$ cat src/rtl/pld_pkg.sv
// Shared types and constants for the polyline point densifier.
package pld_pkg;

   localparam int COORD_W     = 9;
   localparam int EXTENT_W    = 10;
   localparam int THR_W       = 7;
   localparam int THRESH_DIV  = 10;
   // x/10 == (x*205) >> 11 for every x below 1029
   localparam int RECIP_W     = 8;
   localparam int RECIP_10    = 205;
   localparam int RECIP_SHIFT = 11;

   typedef enum logic [2:0] {
      ST_IDLE,
      ST_DIFF,
      ST_SQUARE,
      ST_SETUP,
      ST_DIV_LOAD,
      ST_DIVIDE,
      ST_RUN,
      ST_LAST
   } state_type;

   typedef struct packed {
      logic load;
      logic diff;
      logic square;
      logic setup;
      logic div_start;
      logic step_init;
      logic emit_mid;
      logic emit_last;
   } cmd_type;

   typedef struct packed {
      logic interp;
      logic in_run;
      logic div_done;
      logic out_free;
   } stat_type;

endpackage

$ cat src/rtl/pld_if.sv
// Channel interfaces: point input, point result and configuration write.
interface pld_req_if;
   logic                          valid;
   logic                          ready;
   logic [pld_pkg::COORD_W-1:0]   x_coord;
   logic [pld_pkg::COORD_W-1:0]   y_coord;
   logic                          stroke_start;

   modport source (output valid, x_coord, y_coord, stroke_start, input ready);
   modport sink   (input valid, x_coord, y_coord, stroke_start, output ready);
endinterface

interface pld_rsp_if;
   logic                          valid;
   logic                          ready;
   logic [pld_pkg::COORD_W-1:0]   point_x;
   logic [pld_pkg::COORD_W-1:0]   point_y;
   logic                          last_of_run;

   modport source (output valid, point_x, point_y, last_of_run, input ready);
   modport sink   (input valid, point_x, point_y, last_of_run, output ready);
endinterface

interface pld_csr_if;
   logic                          valid;
   logic                          ready;
   logic [pld_pkg::EXTENT_W-1:0]  map_extent;

   modport source (output valid, map_extent, input ready);
   modport sink   (input valid, map_extent, output ready);
endinterface

$ cat src/rtl/pld_div.sv
// Restoring divider, one quotient bit per cycle.
module pld_div #(
   parameter int NUM_W = 16,
   parameter int DEN_W = 9
) (
   input  logic             clock,
   input  logic             reset,
   input  logic             start,
   input  logic [NUM_W-1:0] num,
   input  logic [DEN_W-1:0] den,
   output logic             done,
   output logic [NUM_W-1:0] quo,
   output logic [DEN_W-1:0] rem
);

   localparam int CNT_W = $clog2(NUM_W + 1);

   logic             busy_ff, busy_in;
   logic             done_ff, done_in;
   logic [CNT_W-1:0] cnt_ff, cnt_in;
   logic [NUM_W-1:0] quo_ff, quo_in;
   logic [DEN_W-1:0] rem_ff, rem_in;
   logic [DEN_W:0]   shifted;
   logic [DEN_W:0]   diff;
   logic             ge;

   always_comb begin
      shifted = {rem_ff, quo_ff[NUM_W-1]};
      diff    = shifted - {1'b0, den};
      ge      = shifted >= {1'b0, den};
      busy_in = busy_ff;
      done_in = 1'b0;
      cnt_in  = cnt_ff;
      quo_in  = quo_ff;
      rem_in  = rem_ff;
      if (start) begin
         busy_in = 1'b1;
         cnt_in  = CNT_W'(NUM_W);
         quo_in  = num;
         rem_in  = '0;
      end else if (busy_ff) begin
         quo_in = {quo_ff[NUM_W-2:0], ge};
         rem_in = ge ? diff[DEN_W-1:0] : shifted[DEN_W-1:0];
         cnt_in = cnt_ff - 1'b1;
         if (cnt_ff == CNT_W'(1)) begin
            busy_in = 1'b0;
            done_in = 1'b1;
         end
      end
   end

   always_ff @(posedge clock) begin
      if (reset) begin
         busy_ff <= 1'b0;
         done_ff <= 1'b0;
         cnt_ff  <= '0;
      end else begin
         busy_ff <= busy_in;
         done_ff <= done_in;
         cnt_ff  <= cnt_in;
      end
      quo_ff <= quo_in;
      rem_ff <= rem_in;
   end

   assign done = done_ff;
   assign quo  = quo_ff;
   assign rem  = rem_ff;

endmodule

$ cat src/rtl/pld_ctrl.sv
// Sequencer for one input point: distance test, slope division, point sweep.
module pld_ctrl (
   input  logic              clock,
   input  logic              reset,
   input  logic              req_valid,
   output logic              req_ready,
   input  pld_pkg::stat_type stat,
   output pld_pkg::cmd_type  cmd
);

   pld_pkg::state_type state_ff, state_in;

   always_comb begin
      state_in = state_ff;
      case (state_ff)
         pld_pkg::ST_IDLE:     if (req_valid) state_in = pld_pkg::ST_DIFF;
         pld_pkg::ST_DIFF:     state_in = pld_pkg::ST_SQUARE;
         pld_pkg::ST_SQUARE:   state_in = pld_pkg::ST_SETUP;
         pld_pkg::ST_SETUP: begin
            state_in = stat.interp ? pld_pkg::ST_DIV_LOAD : pld_pkg::ST_LAST;
         end
         pld_pkg::ST_DIV_LOAD: state_in = pld_pkg::ST_DIVIDE;
         pld_pkg::ST_DIVIDE:   if (stat.div_done) state_in = pld_pkg::ST_RUN;
         pld_pkg::ST_RUN:      if (!stat.in_run) state_in = pld_pkg::ST_LAST;
         pld_pkg::ST_LAST:     if (stat.out_free) state_in = pld_pkg::ST_IDLE;
         default:              state_in = pld_pkg::ST_IDLE;
      endcase
   end

   always_comb begin
      cmd       = '0;
      req_ready = 1'b0;
      case (state_ff)
         pld_pkg::ST_IDLE: begin
            req_ready = 1'b1;
            cmd.load  = req_valid;
         end
         pld_pkg::ST_DIFF:     cmd.diff = 1'b1;
         pld_pkg::ST_SQUARE:   cmd.square = 1'b1;
         pld_pkg::ST_SETUP:    cmd.setup = 1'b1;
         pld_pkg::ST_DIV_LOAD: cmd.div_start = 1'b1;
         pld_pkg::ST_DIVIDE:   cmd.step_init = stat.div_done;
         pld_pkg::ST_RUN:      cmd.emit_mid = stat.in_run && stat.out_free;
         pld_pkg::ST_LAST:     cmd.emit_last = stat.out_free;
         default: begin
            cmd       = '0;
            req_ready = 1'b0;
         end
      endcase
   end

   always_ff @(posedge clock) begin
      if (reset) begin
         state_ff <= pld_pkg::ST_IDLE;
      end else begin
         state_ff <= state_in;
      end
   end

endmodule

$ cat src/rtl/pld_dp.sv
// Datapath: previous point, distance threshold, sweep registers, result register.
module pld_dp #(
   parameter int MAP_SIZE  = 512,
   parameter int STEP_SIZE = 10
) (
   input  logic                            clock,
   input  logic                            reset,
   input  pld_pkg::cmd_type                cmd,
   output pld_pkg::stat_type               stat,
   input  logic [pld_pkg::COORD_W-1:0]     req_x_coord,
   input  logic [pld_pkg::COORD_W-1:0]     req_y_coord,
   input  logic                            req_stroke_start,
   input  logic                            csr_valid,
   input  logic [pld_pkg::EXTENT_W-1:0]    csr_map_extent,
   output logic                            rsp_valid,
   input  logic                            rsp_ready,
   output logic [pld_pkg::COORD_W-1:0]     rsp_point_x,
   output logic [pld_pkg::COORD_W-1:0]     rsp_point_y,
   output logic                            rsp_last_of_run
);

   localparam int CW        = pld_pkg::COORD_W;
   localparam int SW        = CW + 1;
   localparam int SQ_W      = 2 * CW;
   localparam int STEP_W    = $clog2(STEP_SIZE + 1);
   localparam int NUM_W     = CW + STEP_W;
   localparam int PROD_W    = pld_pkg::EXTENT_W + pld_pkg::RECIP_W;
   localparam int THR_RESET = MAP_SIZE / pld_pkg::THRESH_DIV;
   localparam logic [SW-1:0] STEP_S = SW'(STEP_SIZE);

   // input point and history
   logic [CW-1:0]  cur_x_ff, cur_y_ff, prev_x_ff, prev_y_ff;
   logic           start_ff, have_prev_ff;
   logic [pld_pkg::THR_W-1:0] thr_ff, thr_in;
   logic [PROD_W-1:0]         thr_prod;

   // distance
   logic signed [SW-1:0] dx_ff, dy_ff;
   logic [CW-1:0]        adx, ady;
   logic [SQ_W-1:0]      dx2_ff, dy2_ff;
   logic [SQ_W:0]        dist_sq;

   // sweep setup
   logic                 steep, vert, cur_low, neg_in;
   logic signed [SW-1:0] dmin_raw;
   logic [SW-1:0]        amin_full;
   logic [CW-1:0]        lm_in, hm_in, lmin_in, d_in;
   logic [NUM_W-1:0]     num_in;
   logic [CW-1:0]        hm_ff, lmin_ff, d_ff;
   logic [NUM_W-1:0]     num_ff;
   logic                 neg_ff, steep_ff;
   logic [SW-1:0]        s_ff, s_in;
   logic [SW-1:0]        q_ff, q_in;
   logic [CW-1:0]        r_ff, r_in;

   // divider
   logic                 div_done;
   logic [NUM_W-1:0]     div_quo;
   logic [CW-1:0]        div_rem;
   logic [SW-1:0]        qi;

   // per-point arithmetic
   logic [SW-1:0]        r_sum, r_wrap, r2, qr, minor;
   logic                 wrap, round_up;

   // result register
   logic                 rsp_valid_ff, rsp_valid_in;
   logic [CW-1:0]        out_x_ff, out_x_in, out_y_ff, out_y_in;
   logic                 out_last_ff, out_last_in;

   pld_div #(
      .NUM_W (NUM_W),
      .DEN_W (CW)
   ) u_div (
      .clock (clock),
      .reset (reset),
      .start (cmd.div_start),
      .num   (num_ff),
      .den   (d_ff),
      .done  (div_done),
      .quo   (div_quo),
      .rem   (div_rem)
   );

   // the per-step quotient never exceeds STEP_SIZE
   assign qi = div_quo[SW-1:0];

   always_comb begin
      thr_prod = PROD_W'(csr_map_extent) * PROD_W'(pld_pkg::RECIP_10);
      thr_in   = thr_prod[pld_pkg::RECIP_SHIFT +: pld_pkg::THR_W];
   end

   always_comb begin
      adx     = dx_ff[SW-1] ? CW'(-dx_ff) : dx_ff[CW-1:0];
      ady     = dy_ff[SW-1] ? CW'(-dy_ff) : dy_ff[CW-1:0];
      dist_sq = {1'b0, dx2_ff} + {1'b0, dy2_ff};

      steep    = ady > adx;
      vert     = dx_ff == '0;
      cur_low  = steep ? (dy_ff > 0) : (dx_ff > 0);
      dmin_raw = steep ? dx_ff : dy_ff;
      if (steep) begin
         lm_in   = cur_low ? cur_y_ff : prev_y_ff;
         hm_in   = cur_low ? prev_y_ff : cur_y_ff;
         lmin_in = cur_low ? cur_x_ff : prev_x_ff;
         d_in    = ady;
      end else begin
         lm_in   = cur_low ? cur_x_ff : prev_x_ff;
         hm_in   = cur_low ? prev_x_ff : cur_x_ff;
         lmin_in = cur_low ? cur_y_ff : prev_y_ff;
         d_in    = adx;
      end
      // minor delta runs from the low end to the high end
      neg_in    = cur_low ? (dmin_raw < 0) : (dmin_raw > 0);
      amin_full = dmin_raw[SW-1] ? SW'(-dmin_raw) : SW'(dmin_raw);
      num_in    = NUM_W'(amin_full[CW-1:0]) * NUM_W'(STEP_SIZE);
      // a vertical sweep starts on its low end
      s_in      = {1'b0, lm_in} + (vert ? SW'(0) : STEP_S);
   end

   always_comb begin
      r2       = {r_ff, 1'b0};
      round_up = (r2 > {1'b0, d_ff}) || ((r2 == {1'b0, d_ff}) && q_ff[0]);
      qr       = q_ff + SW'(round_up);
      minor    = neg_ff ? ({1'b0, lmin_ff} - qr) : ({1'b0, lmin_ff} + qr);
      r_sum    = {1'b0, r_ff} + {1'b0, div_rem};
      wrap     = r_sum >= {1'b0, d_ff};
      r_wrap   = r_sum - {1'b0, d_ff};
   end

   always_comb begin
      q_in = q_ff;
      r_in = r_ff;
      if (cmd.step_init) begin
         q_in = qi;
         r_in = div_rem;
      end else if (cmd.emit_mid) begin
         // advance the exact ratio by one step, remainder kept below the divisor
         q_in = q_ff + qi + SW'(wrap);
         r_in = wrap ? r_wrap[CW-1:0] : r_sum[CW-1:0];
      end
   end

   always_comb begin
      rsp_valid_in = rsp_valid_ff && !rsp_ready;
      out_x_in     = out_x_ff;
      out_y_in     = out_y_ff;
      out_last_in  = out_last_ff;
      if (cmd.emit_mid) begin
         rsp_valid_in = 1'b1;
         out_last_in  = 1'b0;
         out_x_in     = steep_ff ? minor[CW-1:0] : s_ff[CW-1:0];
         out_y_in     = steep_ff ? s_ff[CW-1:0] : minor[CW-1:0];
      end else if (cmd.emit_last) begin
         rsp_valid_in = 1'b1;
         out_last_in  = 1'b1;
         out_x_in     = cur_x_ff;
         out_y_in     = cur_y_ff;
      end
   end

   always_ff @(posedge clock) begin
      if (reset) begin
         have_prev_ff <= 1'b0;
         prev_x_ff    <= '0;
         prev_y_ff    <= '0;
         thr_ff       <= pld_pkg::THR_W'(THR_RESET);
         rsp_valid_ff <= 1'b0;
      end else begin
         if (csr_valid) begin
            thr_ff <= thr_in;
         end
         if (cmd.emit_last) begin
            have_prev_ff <= 1'b1;
            prev_x_ff    <= cur_x_ff;
            prev_y_ff    <= cur_y_ff;
         end
         rsp_valid_ff <= rsp_valid_in;
      end
   end

   always_ff @(posedge clock) begin
      if (cmd.load) begin
         cur_x_ff <= req_x_coord;
         cur_y_ff <= req_y_coord;
         start_ff <= req_stroke_start;
      end
      if (cmd.diff) begin
         dx_ff <= $signed({1'b0, prev_x_ff}) - $signed({1'b0, cur_x_ff});
         dy_ff <= $signed({1'b0, prev_y_ff}) - $signed({1'b0, cur_y_ff});
      end
      if (cmd.square) begin
         dx2_ff <= SQ_W'(adx) * SQ_W'(adx);
         dy2_ff <= SQ_W'(ady) * SQ_W'(ady);
      end
      if (cmd.setup) begin
         hm_ff    <= hm_in;
         lmin_ff  <= lmin_in;
         d_ff     <= d_in;
         num_ff   <= num_in;
         neg_ff   <= neg_in;
         steep_ff <= steep;
      end
      if (cmd.setup || cmd.emit_mid) begin
         s_ff <= cmd.setup ? s_in : s_ff + STEP_S;
      end
      q_ff        <= q_in;
      r_ff        <= r_in;
      out_x_ff    <= out_x_in;
      out_y_ff    <= out_y_in;
      out_last_ff <= out_last_in;
   end

   always_comb begin
      stat.interp   = have_prev_ff && !start_ff &&
                      (dist_sq > (SQ_W + 1)'(thr_ff));
      stat.in_run   = s_ff <= {1'b0, hm_ff};
      stat.div_done = div_done;
      stat.out_free = !rsp_valid_ff || rsp_ready;
   end

   assign rsp_valid       = rsp_valid_ff;
   assign rsp_point_x     = out_x_ff;
   assign rsp_point_y     = out_y_ff;
   assign rsp_last_of_run = out_last_ff;

endmodule

$ cat src/rtl/polyline_point_densifier.sv
// Top level of the polyline point densifier.
//
//   channel | dir | transfer when       | payload
//   req_bus | in  | valid && ready      | x_coord, y_coord, stroke_start
//   rsp_bus | out | valid && ready      | point_x, point_y, last_of_run
//   csr_bus | in  | valid (ready high)  | map_extent
//
// A point with no sweep passes the difference, square and setup states and is
// then written into the output register from the last state.
// A sweep adds the slope divider, with NUM_W quotient bits, and the end of the run
// (NUM_W = 9 + bits of STEP_SIZE, 13 at the default), and emits one inserted
// point per cycle while rsp_bus does not stall; stalls on rsp_bus hold the sweep.
// req_bus takes the next point once the last result is in the output
// register. Reset is synchronous; no clearing pass follows it.
module polyline_point_densifier #(
   parameter int MAP_SIZE  = 512,
   parameter int STEP_SIZE = 10
) (
   input  logic  clock,
   input  logic  reset,
   pld_req_if.sink   req_bus,
   pld_rsp_if.source rsp_bus,
   pld_csr_if.sink   csr_bus
);

   pld_pkg::cmd_type  cmd;
   pld_pkg::stat_type stat;

   assign csr_bus.ready = 1'b1;

   pld_ctrl u_ctrl (
      .clock     (clock),
      .reset     (reset),
      .req_valid (req_bus.valid),
      .req_ready (req_bus.ready),
      .stat      (stat),
      .cmd       (cmd)
   );

   pld_dp #(
      .MAP_SIZE  (MAP_SIZE),
      .STEP_SIZE (STEP_SIZE)
   ) u_dp (
      .clock            (clock),
      .reset            (reset),
      .cmd              (cmd),
      .stat             (stat),
      .req_x_coord      (req_bus.x_coord),
      .req_y_coord      (req_bus.y_coord),
      .req_stroke_start (req_bus.stroke_start),
      .csr_valid        (csr_bus.valid),
      .csr_map_extent   (csr_bus.map_extent),
      .rsp_valid        (rsp_bus.valid),
      .rsp_ready        (rsp_bus.ready),
      .rsp_point_x      (rsp_bus.point_x),
      .rsp_point_y      (rsp_bus.point_y),
      .rsp_last_of_run  (rsp_bus.last_of_run)
   );

endmodule

$ cat src/flat_wrapper.sv
// flat-port wrapper written by rule: the top's interface ports become plain ports
module polyline_point_densifier_flat 
#(
   parameter int MAP_SIZE  = 512,
   parameter int STEP_SIZE = 10
)
  (clock, reset, req_bus_valid, req_bus_x_coord, req_bus_y_coord, req_bus_stroke_start, req_bus_ready, rsp_bus_valid, rsp_bus_point_x, rsp_bus_point_y, rsp_bus_last_of_run, rsp_bus_ready, csr_bus_valid, csr_bus_map_extent, csr_bus_ready);
  pld_req_if req_bus_i ();
  pld_rsp_if rsp_bus_i ();
  pld_csr_if csr_bus_i ();
  input  logic clock;
  input  logic reset;
  input wire logic [$bits(req_bus_i.valid)-1:0] req_bus_valid;
  input wire logic [$bits(req_bus_i.x_coord)-1:0] req_bus_x_coord;
  input wire logic [$bits(req_bus_i.y_coord)-1:0] req_bus_y_coord;
  input wire logic [$bits(req_bus_i.stroke_start)-1:0] req_bus_stroke_start;
  output wire logic [$bits(req_bus_i.ready)-1:0] req_bus_ready;
  output wire logic [$bits(rsp_bus_i.valid)-1:0] rsp_bus_valid;
  output wire logic [$bits(rsp_bus_i.point_x)-1:0] rsp_bus_point_x;
  output wire logic [$bits(rsp_bus_i.point_y)-1:0] rsp_bus_point_y;
  output wire logic [$bits(rsp_bus_i.last_of_run)-1:0] rsp_bus_last_of_run;
  input wire logic [$bits(rsp_bus_i.ready)-1:0] rsp_bus_ready;
  input wire logic [$bits(csr_bus_i.valid)-1:0] csr_bus_valid;
  input wire logic [$bits(csr_bus_i.map_extent)-1:0] csr_bus_map_extent;
  output wire logic [$bits(csr_bus_i.ready)-1:0] csr_bus_ready;
  assign req_bus_i.valid = req_bus_valid;
  assign req_bus_i.x_coord = req_bus_x_coord;
  assign req_bus_i.y_coord = req_bus_y_coord;
  assign req_bus_i.stroke_start = req_bus_stroke_start;
  assign req_bus_ready = req_bus_i.ready;
  assign rsp_bus_valid = rsp_bus_i.valid;
  assign rsp_bus_point_x = rsp_bus_i.point_x;
  assign rsp_bus_point_y = rsp_bus_i.point_y;
  assign rsp_bus_last_of_run = rsp_bus_i.last_of_run;
  assign rsp_bus_i.ready = rsp_bus_ready;
  assign csr_bus_i.valid = csr_bus_valid;
  assign csr_bus_i.map_extent = csr_bus_map_extent;
  assign csr_bus_ready = csr_bus_i.ready;
  polyline_point_densifier #(.MAP_SIZE(MAP_SIZE), .STEP_SIZE(STEP_SIZE)) u_core (.clock(clock), .reset(reset), .req_bus(req_bus_i), .rsp_bus(rsp_bus_i), .csr_bus(csr_bus_i));
endmodule
$ cat config.mk
export PLATFORM = sky130hd
export DESIGN_NAME = polyline_point_densifier_flat
export DESIGN_NICKNAME = d
export VERILOG_FILES = /design/src/rtl/pld_pkg.sv /design/src/rtl/pld_if.sv /design/src/rtl/pld_div.sv /design/src/rtl/pld_ctrl.sv /design/src/rtl/pld_dp.sv /design/src/rtl/polyline_point_densifier.sv /design/src/flat_wrapper.sv
export SDC_FILE = /design/constraint.sdc
export NUM_CORES = 1
export LEC_CHECK = 0
export ABC_AREA = 1
export BUFFER_PORTS_ARGS = -buffer_cell sky130_fd_sc_hd__buf_2
export CAP_MARGIN = 0
export CORE_MARGIN = 2
export CORE_UTILIZATION = 58
export CTS_CLUSTER_SIZE = 12
export DETAILED_ROUTE_END_ITERATION = 10
export GPL_TIMING_DRIVEN = 0
export PLACE_DENSITY = 0.78
export SETUP_SLACK_MARGIN = 0.2
export SLEW_MARGIN = 15
export SYNTH_ARGS = -nofsm -noshare
export SYNTH_HDL_FRONTEND = slang
export SYNTH_SLANG_ARGS = --single-unit
$ cat constraint.sdc
create_clock -name clock -period 5.6 [get_ports clock]
set_clock_uncertainty 0.05 [all_clocks]
set_input_delay 0 -clock clock [delete_from_list [all_inputs] [get_ports clock]]
set_output_delay 0 -clock clock [all_outputs]
set_load 0.05 [all_outputs]
==> run_summary.xml <==
<?xml version="1.0" encoding="UTF-8"?>
<metrics>
  <group name="sta">
    <metric name="grt_setup_unrepaired" unit="">true</metric>
    <metric name="timing.final.hold_violations" unit="">0</metric>
    <metric name="tightestPinTransition" unit="ns">0.950</metric>
    <metric name="maxClockFrequency" unit="MHz">177</metric>
    <metric name="setup_ws" unit="ns">-0.0487</metric>
    <metric name="slew_headroom" unit="%">36.5</metric>
    <metric name="fin_crit" unit="ns">5.65</metric>
    <metric name="timing.final.max_slew_violations" unit="">0</metric>
    <metric name="fin_setup_tns" unit="ns">-0.0487</metric>
    <metric name="final.hold.worst_slack" unit="ns">0.117</metric>
    <metric name="tcrit_tclk_final" unit="%">101</metric>
    <metric name="setup-violations-final" unit="">1</metric>
  </group>
  <group name="placed_design">
    <metric name="postPlaceCellArea" unit="mm^2">0.0209</metric>
    <metric name="io_buffers" unit="">53</metric>
    <metric name="gpl.final_weighted_congestion" unit="">0.941</metric>
    <metric name="inst_count_dp" unit="">2902</metric>
    <metric name="dp.final_hpwl" unit="um">39900</metric>
  </group>
  <group name="synthesis">
    <metric name="async_flop_share" unit="%">0</metric>
    <metric name="synth_area_leader_cell" unit="">edfxtp_1</metric>
    <metric name="mappedNetlistNets" unit="">2773</metric>
    <metric name="synthesis.yosys.warnings" unit="">0</metric>
    <metric name="ys_dominant_reg_cell" unit="">edfxtp_1</metric>
    <metric name="netlist_instances" unit="">2397</metric>
    <metric name="yosys_register_bits" unit="">219</metric>
    <metric name="cells_taking_the_most_area_after_synthesis" unit="">edfxtp_1 26%, ha_1 15%, fa_1 9.9%</metric>
    <metric name="synth.cell_area" unit="mm^2">0.0198</metric>
    <metric name="synth_area_per_inst" unit="um^2">8.27</metric>
    <metric name="synth_enable_flop_cells" unit="">173</metric>
    <metric name="synth-seq-area-share" unit="%">30.9</metric>
    <metric name="post_synth_num_cell_types" unit="">56</metric>
    <metric name="netlist.area_leader.share" unit="%">26.2</metric>
  </group>
  <group name="flow_run">
    <metric name="max_cap_viol_count" unit="">0</metric>
  </group>
  <group name="clock_network">
    <metric name="htree_levels" unit="">1</metric>
    <metric name="clk_pin_slew_worst_paths" unit="ns">0.06</metric>
    <metric name="cts_tree" unit="">done</metric>
    <metric name="cts.path.max_buffers" unit="">3</metric>
    <metric name="tritoncts.num_buffers" unit="">26</metric>
    <metric name="clock_net_sink_count" unit="">219</metric>
    <metric name="insertion_delay" unit="ns">0.54</metric>
    <metric name="clock_tree.root_cell" unit="">clkbuf_16</metric>
  </group>
  <group name="critical_path">
    <metric name="critPathSlowestCell" unit="">fa_1</metric>
    <metric name="category_of_the_worst_setup_path_launch_point" unit="">flop</metric>
    <metric name="timing.critical_path.to_type" unit="">flop</metric>
    <metric name="critPathKind" unit="">reg -&gt; reg</metric>
    <metric name="worst_ep_arrival_time" unit="ns">5.89</metric>
    <metric name="cpMostUsedCell" unit="">nand2_2</metric>
    <metric name="crit_required" unit="ns">5.84</metric>
    <metric name="cpPeakStageDelay" unit="ns">0.51</metric>
    <metric name="worst-path-max-fanout" unit="">4</metric>
  </group>
  <group name="final_layout">
    <metric name="layout_commonest_cell" unit="">inv_1</metric>
    <metric name="final_cells" unit="">3102</metric>
    <metric name="area_delta_synth_final" unit="%">20.4</metric>
    <metric name="layout-drive-gt1-share" unit="%">18.0</metric>
    <metric name="mostFrequentLayoutCells" unit="">422 x inv_1, 358 x nand2_1, 217 x ha_1, 173 x edfxtp_1, 157 x o21ai_0</metric>
    <metric name="design.final.nets" unit="">3010</metric>
    <metric name="fin_area" unit="mm^2">0.0239</metric>
    <metric name="num_antenna_cells" unit="">0</metric>
  </group>
  <group name="floorplanning">
    <metric name="i_o_pins" unit="">56</metric>
    <metric name="core_area" unit="mm^2">0.0336</metric>
    <metric name="chipHeight" unit="um">189</metric>
    <metric name="dieArea" unit="mm^2">0.0357</metric>
    <metric name="floorplan.initialDensity" unit="%">59.0</metric>
    <metric name="chipWidth" unit="um">189</metric>
    <metric name="row_count" unit="">67</metric>
  </group>
  <group name="detailed_routing">
    <metric name="num_vias" unit="">17900</metric>
    <metric name="antenna_violating_nets_post_route" unit="">0</metric>
    <metric name="drc" unit="">0</metric>
    <metric name="post_drt_via_cell_ratio" unit="">5.77</metric>
    <metric name="dr.first_iter.drc_count" unit="">1980</metric>
    <metric name="post_drt_wl_per_cell" unit="um">18.2</metric>
    <metric name="finalWirelength" unit="um">56600</metric>
    <metric name="firstDrtPassIters" unit="">6</metric>
  </group>
  <group name="global_routing">
    <metric name="grt_pass1_vias" unit="">17100</metric>
    <metric name="global_route.usage.total" unit="%">29.3</metric>
    <metric name="grt_first_pass_wirelength" unit="um">84600</metric>
    <metric name="antenna_found_initial" unit="">2</metric>
    <metric name="grt_overflow_total" unit="">0</metric>
    <metric name="grt_max_degree" unit="">33</metric>
  </group>
  <group name="hold_path">
    <metric name="min-delay-path-class" unit="">in -&gt; reg</metric>
  </group>
  <group name="outcome">
    <metric name="run_status" unit="">complete, but fails checks</metric>
    <metric name="failing_checks" unit="">setup timing</metric>
  </group>
</metrics>
-- per-layer routing --
| metal | GRT usage (%) | share of wire (%) | vias up |
|---|---|---|---|
| met3 | 4.28 | 8.5 | 177 |
| met5 | 0 | 0.016 | - |
| met1 | 39.5 | 40 | 8477 |
| met2 | 49.9 | 48 | 905 |
| li1 | - | - | 8346 |
| met4 | 7.66 | 3.6 | 2 |
-- stage by stage --
step                      util [%]  setup slack [ns]
final                         71.0           -0.0487
after global routing          71.0            -0.224
after CTS                     68.3             0.200
after detailed placement      62.2            -0.968
after global placement        61.9            -0.902
after floorplan                  -             0.198
-- flip-flops by register name (all words and copies together), names as in the netlist, 10 cells and up --
register / flops
u_core.u_dp.dx2_ff: 17
u_core.u_dp.dx_ff: 10
u_core.u_dp.dy2_ff: 17
u_core.u_dp.dy_ff: 10
u_core.u_dp.num_ff: 12
u_core.u_dp.s_ff: 10
u_core.u_dp.u_div.quo: 13
-- cell type report --
type,instances,area [um^2]
Buffer,48,251
Clock buffer,40,786
Clock inverter,8,70.1
Fill cell,2435,9760
Inverter,474,1830
Multi-Input combinational cell,1656,12700
Sequential cell,219,6120
Tap cell,448,561
Timing Repair Buffer,209,1570
-- Yosys cell counts, drive strengths merged, types with 2 or more instances --
library cell,n
inv,468
nand2,407
ha,244
o21ai,192
nor2,179
a21oi,174
edfxtp,173
nand3,101
fa,98
xor2,74
dfxtp,46
xnor2,41
clkbuf,30
nor3,23
o211ai,23
buf,18
nand4,15
a31oi,13
o21bai,12
o31ai,10
o22ai,8
or2,7
clkinv,6
nand3b,6
a211oi,5
a21o,4
o21a,3
o221ai,3
a32o,2
and2,2
mux2i,2
-- repair_timing --
item,in CTS,in global routing
hold buffers,24,0
resized for setup,103,121
setup endpoints to repair,36,24
buffers inserted,71,56
gates cloned,0,1
endpoints found under the hold margin,32,0
pin swaps,73,106
-- final timing paths --
kind | from | to | slack [ns] | cells after the start
min | req_bus_x_coord[5] | u_core.u_dp.cur_x_ff[5] | 0.12 | 2
min reg2reg | u_core.u_dp.have_prev_ff | u_core.u_dp.have_prev_ff | 0.44 | 2
max reg2reg | u_core.u_dp.dy_ff[0] | u_core.u_dp.dy2_ff[16] | -0.05 | 35
max | u_core.u_dp.dy_ff[0] | u_core.u_dp.dy2_ff[16] | -0.05 | 35
-- logic make-up (layout without fill, tap and decap cells) --
| group | count (synthesis) | after routing | synth area share (%) |
|---|---|---|---|
| flip-flops | 219 | 219 | 30.9 |
| multiplexers | 2 | 2 | 0.101 |
| XOR/XNOR | 115 | 115 | 5.12 |
| AO/OA/AOI/OAI | 453 | 453 | 12.6 |
| AND/OR/NAND/NOR | 743 | 743 | 15.9 |
| buffers and inverters | 522 | 779 | 10.1 |
| adder cells (fa/ha/maj) | 342 | 342 | 25.3 |
| other | 1 | 1 | 0.0189 |
-- critical path, delay by kind of cell, from the launching register on --
family | cells | cell delay, ns
AOI/OAI and AO/OA | 5 | 0.64
buffers and inverters | 8 | 0.44
xor gates and xnor gates | 1 | 0.09
DFF | 1 | 0.49
and+or+nand+nor | 15 | 1.35
adders and majority gates | 6 | 2.35
Power is left out: the tool's default activity adds up to more than one toggle a clock period on the data nets, which glitch-free logic cannot reach.
